### src/hdl/whmc_pkg.sv
`timescale 1ns / 1ps
// shared types and constants of the word mix hash combiner
// used by the front pipeline, queue, back end and top level
package whmc_pkg;

  localparam logic [31:0] MIX_MULT   = 32'h045d9f3b;
  localparam logic [31:0] GOLDEN_ADD = 32'h9e3779b9;

  localparam int unsigned FIFO_DEPTH = 8;
  localparam int unsigned FIFO_AW    = $clog2(FIFO_DEPTH);
  localparam int unsigned FIFO_CW    = FIFO_AW + 1;

  // register index is paddr[3] (8-byte register spacing)
  localparam logic [0:0] REG_SEED = 1'b0;

  // one classified and mixed word on its way to the combine step
  typedef struct packed {
    logic [31:0] mix_sum;
    logic        nonzero;
    logic        last;
  } whmc_item_t;

endpackage

### src/hdl/word_mix_hash_combine.sv
`timescale 1ns / 1ps
// word mix hash combiner
// throughput is one word per cycle while in_stall and out_stall are low; the three-stage mix
// pipeline and the combine step run at one word per cycle, an 8-entry queue decouples them
// synchronous active-low reset clears the seed to 0 and starts a fresh message
// depends on whmc_pkg, whmc_front, whmc_fifo, whmc_back
module word_mix_hash_combine (
  input  logic        clk,
  input  logic        rst_n,
  input  logic        in_valid,
  output logic        in_stall,
  input  logic [31:0] in_word,
  input  logic [2:0]  in_valid_bytes,
  input  logic        in_last,
  output logic        out_valid,
  input  logic        out_stall,
  output logic [63:0] out_hash,
  input  logic        psel,
  input  logic        penable,
  input  logic        pwrite,
  input  logic [3:0]  paddr,
  input  logic [63:0] pwdata,
  output logic [63:0] prdata,
  output logic        pready
);

  logic [63:0] seed_r, seed_nxt;
  logic        seed_wr;
  logic        push, pop, empty;
  whmc_pkg::whmc_item_t push_item, head;
  logic [whmc_pkg::FIFO_CW-1:0] fifo_cnt;

  assign pready  = 1'b1;
  assign seed_wr = psel && penable && pwrite && (paddr[3] == whmc_pkg::REG_SEED);
  assign seed_nxt = seed_wr ? pwdata : seed_r;
  assign prdata  = (paddr[3] == whmc_pkg::REG_SEED) ? seed_r : 64'h0;

  always_ff @(posedge clk) begin
    if (!rst_n) begin
      seed_r <= 64'h0;
    end else begin
      seed_r <= seed_nxt;
    end
  end

  whmc_front u_front (
    .clk            (clk),
    .rst_n          (rst_n),
    .in_valid       (in_valid),
    .in_stall       (in_stall),
    .in_word        (in_word),
    .in_valid_bytes (in_valid_bytes),
    .in_last        (in_last),
    .fifo_cnt       (fifo_cnt),
    .push           (push),
    .push_item      (push_item)
  );

  whmc_fifo u_fifo (
    .clk       (clk),
    .rst_n     (rst_n),
    .push      (push),
    .push_item (push_item),
    .pop       (pop),
    .head      (head),
    .empty     (empty),
    .cnt       (fifo_cnt)
  );

  whmc_back u_back (
    .clk       (clk),
    .rst_n     (rst_n),
    .seed      (seed_r),
    .head      (head),
    .empty     (empty),
    .pop       (pop),
    .out_valid (out_valid),
    .out_stall (out_stall),
    .out_hash  (out_hash)
  );

endmodule

### src/hdl/whmc_front.sv
`timescale 1ns / 1ps
// front end: accepts words, masks invalid bytes and runs the mix rounds
// depends on whmc_pkg; pushes finished items into whmc_fifo
module whmc_front (
  input  logic                          clk,
  input  logic                          rst_n,
  input  logic                          in_valid,
  output logic                          in_stall,
  input  logic [31:0]                   in_word,
  input  logic [2:0]                    in_valid_bytes,
  input  logic                          in_last,
  input  logic [whmc_pkg::FIFO_CW-1:0]  fifo_cnt,
  output logic                          push,
  output whmc_pkg::whmc_item_t          push_item
);

  logic        a_v_r, b_v_r, c_v_r;
  logic        a_v_nxt, b_v_nxt, c_v_nxt;
  logic [31:0] a_w_r, a_w_nxt;
  logic [31:0] b_p_r, b_p_nxt;
  logic [31:0] c_p_r, c_p_nxt;
  logic [1:0]  a_f_r, b_f_r, c_f_r;  // {nonzero, last}
  logic [1:0]  a_f_nxt;
  logic [31:0] masked;
  logic [31:0] b_x, c_x, d_x;
  logic [whmc_pkg::FIFO_CW:0] used;
  logic        accept;

  // credit check: every item in flight already owns a queue slot
  assign used = {1'b0, fifo_cnt} + (whmc_pkg::FIFO_CW+1)'(a_v_r)
              + (whmc_pkg::FIFO_CW+1)'(b_v_r) + (whmc_pkg::FIFO_CW+1)'(c_v_r);
  assign in_stall = (used >= (whmc_pkg::FIFO_CW+1)'(whmc_pkg::FIFO_DEPTH));
  assign accept   = in_valid && !in_stall;

  always_comb begin
    for (int i = 0; i < 4; i++) begin
      masked[8*i +: 8] = (in_valid_bytes > 3'(i)) ? in_word[8*i +: 8] : 8'h00;
    end
  end

  assign a_w_nxt = masked;
  assign a_f_nxt = {(in_valid_bytes != 3'd0), in_last};
  assign a_v_nxt = accept;

  assign b_x     = a_w_r ^ (a_w_r >> 16);
  assign b_p_nxt = b_x * whmc_pkg::MIX_MULT;
  assign b_v_nxt = a_v_r;

  assign c_x     = b_p_r ^ (b_p_r >> 16);
  assign c_p_nxt = c_x * whmc_pkg::MIX_MULT;
  assign c_v_nxt = b_v_r;

  assign d_x = c_p_r ^ (c_p_r >> 16);
  assign push              = c_v_r;
  assign push_item.mix_sum = d_x + whmc_pkg::GOLDEN_ADD;
  assign push_item.nonzero = c_f_r[1];
  assign push_item.last    = c_f_r[0];

  always_ff @(posedge clk) begin
    if (!rst_n) begin
      a_v_r <= 1'b0;
      b_v_r <= 1'b0;
      c_v_r <= 1'b0;
    end else begin
      a_v_r <= a_v_nxt;
      b_v_r <= b_v_nxt;
      c_v_r <= c_v_nxt;
    end
  end

  always_ff @(posedge clk) begin
    if (accept) begin
      a_w_r <= a_w_nxt;
      a_f_r <= a_f_nxt;
    end
    b_p_r <= b_p_nxt;
    b_f_r <= a_f_r;
    c_p_r <= c_p_nxt;
    c_f_r <= b_f_r;
  end

endmodule

### src/hdl/whmc_fifo.sv
`timescale 1ns / 1ps
// short queue between the mix pipeline and the combine step
// depends on whmc_pkg for depth and item type
module whmc_fifo (
  input  logic                          clk,
  input  logic                          rst_n,
  input  logic                          push,
  input  whmc_pkg::whmc_item_t          push_item,
  input  logic                          pop,
  output whmc_pkg::whmc_item_t          head,
  output logic                          empty,
  output logic [whmc_pkg::FIFO_CW-1:0]  cnt
);

  whmc_pkg::whmc_item_t mem [whmc_pkg::FIFO_DEPTH];
  whmc_pkg::whmc_item_t head_r;
  logic [whmc_pkg::FIFO_AW-1:0] wr_ptr_r, wr_ptr_nxt;
  logic [whmc_pkg::FIFO_AW-1:0] rd_ptr_r, rd_ptr_nxt;
  logic [whmc_pkg::FIFO_CW-1:0] cnt_r, cnt_nxt;

  assign head  = head_r;
  assign empty = (cnt_r == '0);
  assign cnt   = cnt_r;

  always_comb begin
    wr_ptr_nxt = push ? wr_ptr_r + 1'b1 : wr_ptr_r;
    rd_ptr_nxt = pop  ? rd_ptr_r + 1'b1 : rd_ptr_r;
    cnt_nxt    = cnt_r + whmc_pkg::FIFO_CW'(push) - whmc_pkg::FIFO_CW'(pop);
  end

  always_ff @(posedge clk) begin
    if (!rst_n) begin
      wr_ptr_r <= '0;
      rd_ptr_r <= '0;
      cnt_r    <= '0;
    end else begin
      wr_ptr_r <= wr_ptr_nxt;
      rd_ptr_r <= rd_ptr_nxt;
      cnt_r    <= cnt_nxt;
    end
  end

  always_ff @(posedge clk) begin
    if (push) begin
      mem[wr_ptr_r] <= push_item;
    end
  end

  // head register tracks the next read slot, bypassing a word written into it
  always_ff @(posedge clk) begin
    if (push && (wr_ptr_r == rd_ptr_nxt)) begin
      head_r <= push_item;
    end else begin
      head_r <= mem[rd_ptr_nxt];
    end
  end

endmodule

### src/hdl/whmc_back.sv
`timescale 1ns / 1ps
// back end: folds mixed words into the running hash and holds the result
// depends on whmc_pkg; pops items from whmc_fifo
module whmc_back (
  input  logic                 clk,
  input  logic                 rst_n,
  input  logic [63:0]          seed,
  input  whmc_pkg::whmc_item_t head,
  input  logic                 empty,
  output logic                 pop,
  output logic                 out_valid,
  input  logic                 out_stall,
  output logic [63:0]          out_hash
);

  logic        at_start_r, at_start_nxt;
  logic [63:0] hash_r, hash_nxt;
  logic        out_valid_r, out_valid_nxt;
  logic [63:0] out_hash_r;
  logic [63:0] h_in, h_mix, h_new;

  assign pop = !empty && (!out_valid_r || !out_stall);

  // the new seed takes effect on the first word of a message
  assign h_in  = at_start_r ? seed : hash_r;
  assign h_mix = h_in ^ ({32'h0, head.mix_sum} + (h_in << 6) + (h_in >> 2));
  assign h_new = head.nonzero ? h_mix : h_in;

  always_comb begin
    at_start_nxt  = at_start_r;
    hash_nxt      = hash_r;
    out_valid_nxt = out_valid_r && out_stall;
    if (pop) begin
      hash_nxt     = h_new;
      at_start_nxt = head.last;
      if (head.last) begin
        out_valid_nxt = 1'b1;
      end
    end
  end

  always_ff @(posedge clk) begin
    if (!rst_n) begin
      at_start_r  <= 1'b1;
      out_valid_r <= 1'b0;
    end else begin
      at_start_r  <= at_start_nxt;
      out_valid_r <= out_valid_nxt;
    end
  end

  always_ff @(posedge clk) begin
    hash_r <= hash_nxt;
    if (pop && head.last) begin
      out_hash_r <= h_new;
    end
  end

  assign out_valid = out_valid_r;
  assign out_hash  = out_hash_r;

endmodule

### config.mk
export PLATFORM = sky130hd
export DESIGN_NAME = word_mix_hash_combine
export DESIGN_NICKNAME = d
export VERILOG_FILES = /design/src/hdl/whmc_pkg.sv /design/src/hdl/word_mix_hash_combine.sv /design/src/hdl/whmc_front.sv /design/src/hdl/whmc_fifo.sv /design/src/hdl/whmc_back.sv
export SDC_FILE = /design/constraint.sdc
export NUM_CORES = 2
export LEC_CHECK = 0
export BUFFER_PORTS_ARGS = -buffer_cell sky130_fd_sc_hd__buf_2
export CAP_MARGIN = 5
export CORE_MARGIN = 2
export CORE_UTILIZATION = 63
export DETAILED_ROUTE_END_ITERATION = 16
export GPL_ROUTABILITY_DRIVEN = 0
export PLACE_DENSITY = 0.8
export SLEW_MARGIN = 10
export SYNTH_ARGS = -nofsm -noshare
export SYNTH_HDL_FRONTEND = slang
export SYNTH_HIERARCHICAL = 1
export SYNTH_SLANG_ARGS = --single-unit
### constraint.sdc
create_clock -name clk -period 7.59 [get_ports clk]
set_input_delay 0.3795 -clock clk [delete_from_list [all_inputs] [get_ports clk]]
set_output_delay 0.3795 -clock clk [all_outputs]
set_load 0.1 [all_outputs]
==> out/summary.txt <==
# clock sinks: 584
Die width: 277 µm
Clock Skew: 0.0873 ns
Top post-synthesis cells by count: inv_1 (872), fa_1 (446), edfxtp_1 (434)
RSZ-0062 raised after global routing: no
Clock Latency Late Sink: 0.67 ns
Total number of yosys warnings: 6
Hold Path Cell Cnt: 3
Total GRT Usage: 29.4%
Worst-Margin Slew: 1.06 ns
Cell Area, Synth: 0.0470 mm²
# diodes: 0
Initial antenna violation count: 1
Die Ht: 277 µm
Post-synth top area share: 27.8%
Hold Crit Start: pwdata[23]
GR Overflow Total: 0
Wire per inst: 20.4 µm
RR Endpoint: u_front/c_p_r[31]
CTS tree: built
Hpwl dp: 85600 µm
Post-route DRC: 0
Vias in the first global route: 32449
Final setup viols: 0
Primary FF master, synth: edfxtp_1
Syn Nets: 5127
Cts bufs inserted: 58
Post-synth EDFFs: 434
Synth top area cells: edfxtp_1 (28%), fa_1 (19%), ha_1 (11%)
Post-synthesis cell count: 4139
CP Data Required Time: 8.17 ns
Nets@finish: 5431
Share of layout cells above drive strength 1: 13.4%
Final Cell Area: 0.0519 mm²
Crit path DAT: 7.67 ns
Reg2reg start: u_front/b_p_r[29]
Worst-path clk slew: 0.06 ns
Setup Total Neg Slack: 0 ns
Core Area: 0.0741 mm²
First-pass iteration count of the detailed router: 7
Largest net degree at the start of global routing: 93
Detailed Route WL: 112000 µm
Die area: 0.0767 mm²
Biggest area consumer among synthesized cells: edfxtp_1
First-pass GRT wire length: 176000 µm
WHS Endpoint: seed_r[23]
Hold WS: 0.0318 ns
Asr flop ratio synth: 0%
Initial core utilization: 63.4%
Setup crit start kind: flip-flop
H-Tree Depth: 2
R2R cell count: 23
Shortest period the worst path allows: 7.09 ns
Clock Tree Buf Depth: 3
Area grow syn2layout: 10.5%
CP Max Fanout: 5
DP Cell Count: 5306
Mean post-synth cell area: 11.3 µm²
Finished Layout Cells: 5462
Fmax: 141 MHz
Part of the Yosys area used for sequential elements: 34.2%
Clk root buf: clkbuf_16
Ports: 242
Setup CP Type: reg -> reg
1st-iter DRT viols: 2819
Num rows: 100
Unique masters post-synth: 104
Run status: finished, final reports clean
Area of placed instances: 0.0493 mm²
Top-count cell post-synth: inv_1
Tcrit/Tclk final: 93.4%
Hold Violations, Final: 0
Hold Path Class: in -> reg
Port-buffer cells: 237
Crit end category: flip-flop
Max-slew violations: 0
Max-cap violations: 0
Final ANT Viol Nets: 0
Vias/cell: 5.69
Vias after detailed routing: 31064
Synth Register Bits: 584
Post-CTS Setup Repair Bufs: 0
Slew HR: 29.2%
Internal reg-to-reg setup slack: 0.50 ns
==> worst max-delay path by stage <==
stage / from / depth (start not counted) / slack, ns / end
floorplan: u_front/b_p_r[24] / 24 / 1.07 / u_front/c_p_r[31]
global placement: u_front/b_p_r[19] / 23 / 0.52 / u_front/c_p_r[31]
detailed placement: u_front/b_p_r[19] / 23 / 0.44 / u_front/c_p_r[31]
CTS: u_front/b_p_r[19] / 23 / 0.41 / u_front/c_p_r[31]
global route: u_front/b_p_r[19] / 24 / 0.24 / u_front/c_p_r[29]
finish: u_front/b_p_r[29] / 23 / 0.50 / u_front/c_p_r[31]
==> logic make-up after synthesis <==
| logic type | count (synthesis) | synth area share, % |
|---|---|---|
| buffers and inverters | 970 | 8.16 |
| AND/OR/NAND/NOR | 733 | 7.72 |
| AO/OA/AOI/OAI | 405 | 5.88 |
| adder cells (fa/ha/maj) | 877 | 30.5 |
| other | 1 | 0.00799 |
| flip-flops | 584 | 34.2 |
| XOR/XNOR | 333 | 6.24 |
| multiplexers | 236 | 7.34 |
==> repair_timing <==
action	CTS	global route
endpoints found under the setup margin	0	1
resized for setup	0	1
hold endpoints to repair	46	0
hold buffers	46	0
==> cell usage in the layout (no fill, tap or decap), drive strengths merged, types with 61 or more instances in the layout <==
cell type / synthesis / routed
ha: 431 / 431
xor2: 97 / 97
inv: 873 / 875
mux2: 91 / 91
xnor2: 235 / 235
mux2i: 77 / 77
a21oi: 129 / 129
fa: 446 / 446
edfxtp: 434 / 434
clkbuf: 58 / 74
nand2: 279 / 279
a21o: 61 / 61
o21ai: 85 / 85
nor2b: 107 / 107
mux4: 68 / 68
nor2: 112 / 112
buf: 38 / 294
dfxtp: 150 / 150
==> per-layer routing <==
metal / track usage (%) / wire (µm)
met1: 38.5 / 44400
met2: 50.0 / 54700
met3: 4.76 / 8310
met4: 10.5 / 4170
met5: 0 / 13
==> critical path, stage by stage, from the launching register on <==
cell       delay (ns)
dfxtp_1          0.39
xor2_1           0.55
xnor2_1          0.31
ha_1             0.39
ha_1             0.33
fa_1             0.55
inv_1            0.06
fa_1             0.49
inv_1            0.04
ha_1             0.30
fa_1             0.48
inv_1            0.05
fa_1             0.47
inv_1            0.04
ha_1             0.33
a21oi_2          0.23
o21ai_1          0.11
a221o_1          0.43
a2111oi_4        0.43
a211oi_1         0.21
o311ai_2         0.37
o21ai_1          0.13
a21oi_1          0.19
xnor2_1          0.13
==> registers in the layout (all words and copies together), names as in the netlist, named ones only <==
register,flops
seed_r,64
u_back/at_start_r,1
u_back/hash_r,64
u_back/out_hash,64
u_back/out_valid,1
u_fifo/cnt,4
u_fifo/mem,272
u_fifo/rd_ptr_r,3
u_fifo/wr_ptr_r,3
u_front/a_f_r,2
u_front/a_v_r,1
u_front/a_w_r,32
u_front/b_f_r,2
u_front/b_p_r,32
u_front/b_v_r,1
u_front/c_f_r,2
u_front/c_p_r,32
u_front/push,1
==> stage by stage <==
| step | worst slack (ns) | util (%) |
|---|---|---|
| floorplan | 1.07 | - |
| global placement | 0.521 | 66.6 |
| detailed placement | 0.439 | 66.6 |
| CTS | 0.406 | 70.0 |
| global route | 0.242 | 70.0 |
| finish | 0.504 | 70.0 |
==> final cells by class <==
type | instances | area (µm²)
Sequential cell | 584 | 16000
Fill cell | 5116 | 22200
Tap cell | 969 | 1210
Multi-Input combinational cell | 2585 | 27200
Clock buffer | 74 | 1580
Inverter | 874 | 3280
Timing Repair Buffer | 340 | 2090
Clock inverter | 36 | 505
Power is not shown: default switching activity piles up to over one toggle a cycle in this logic, so the estimate is an artifact.
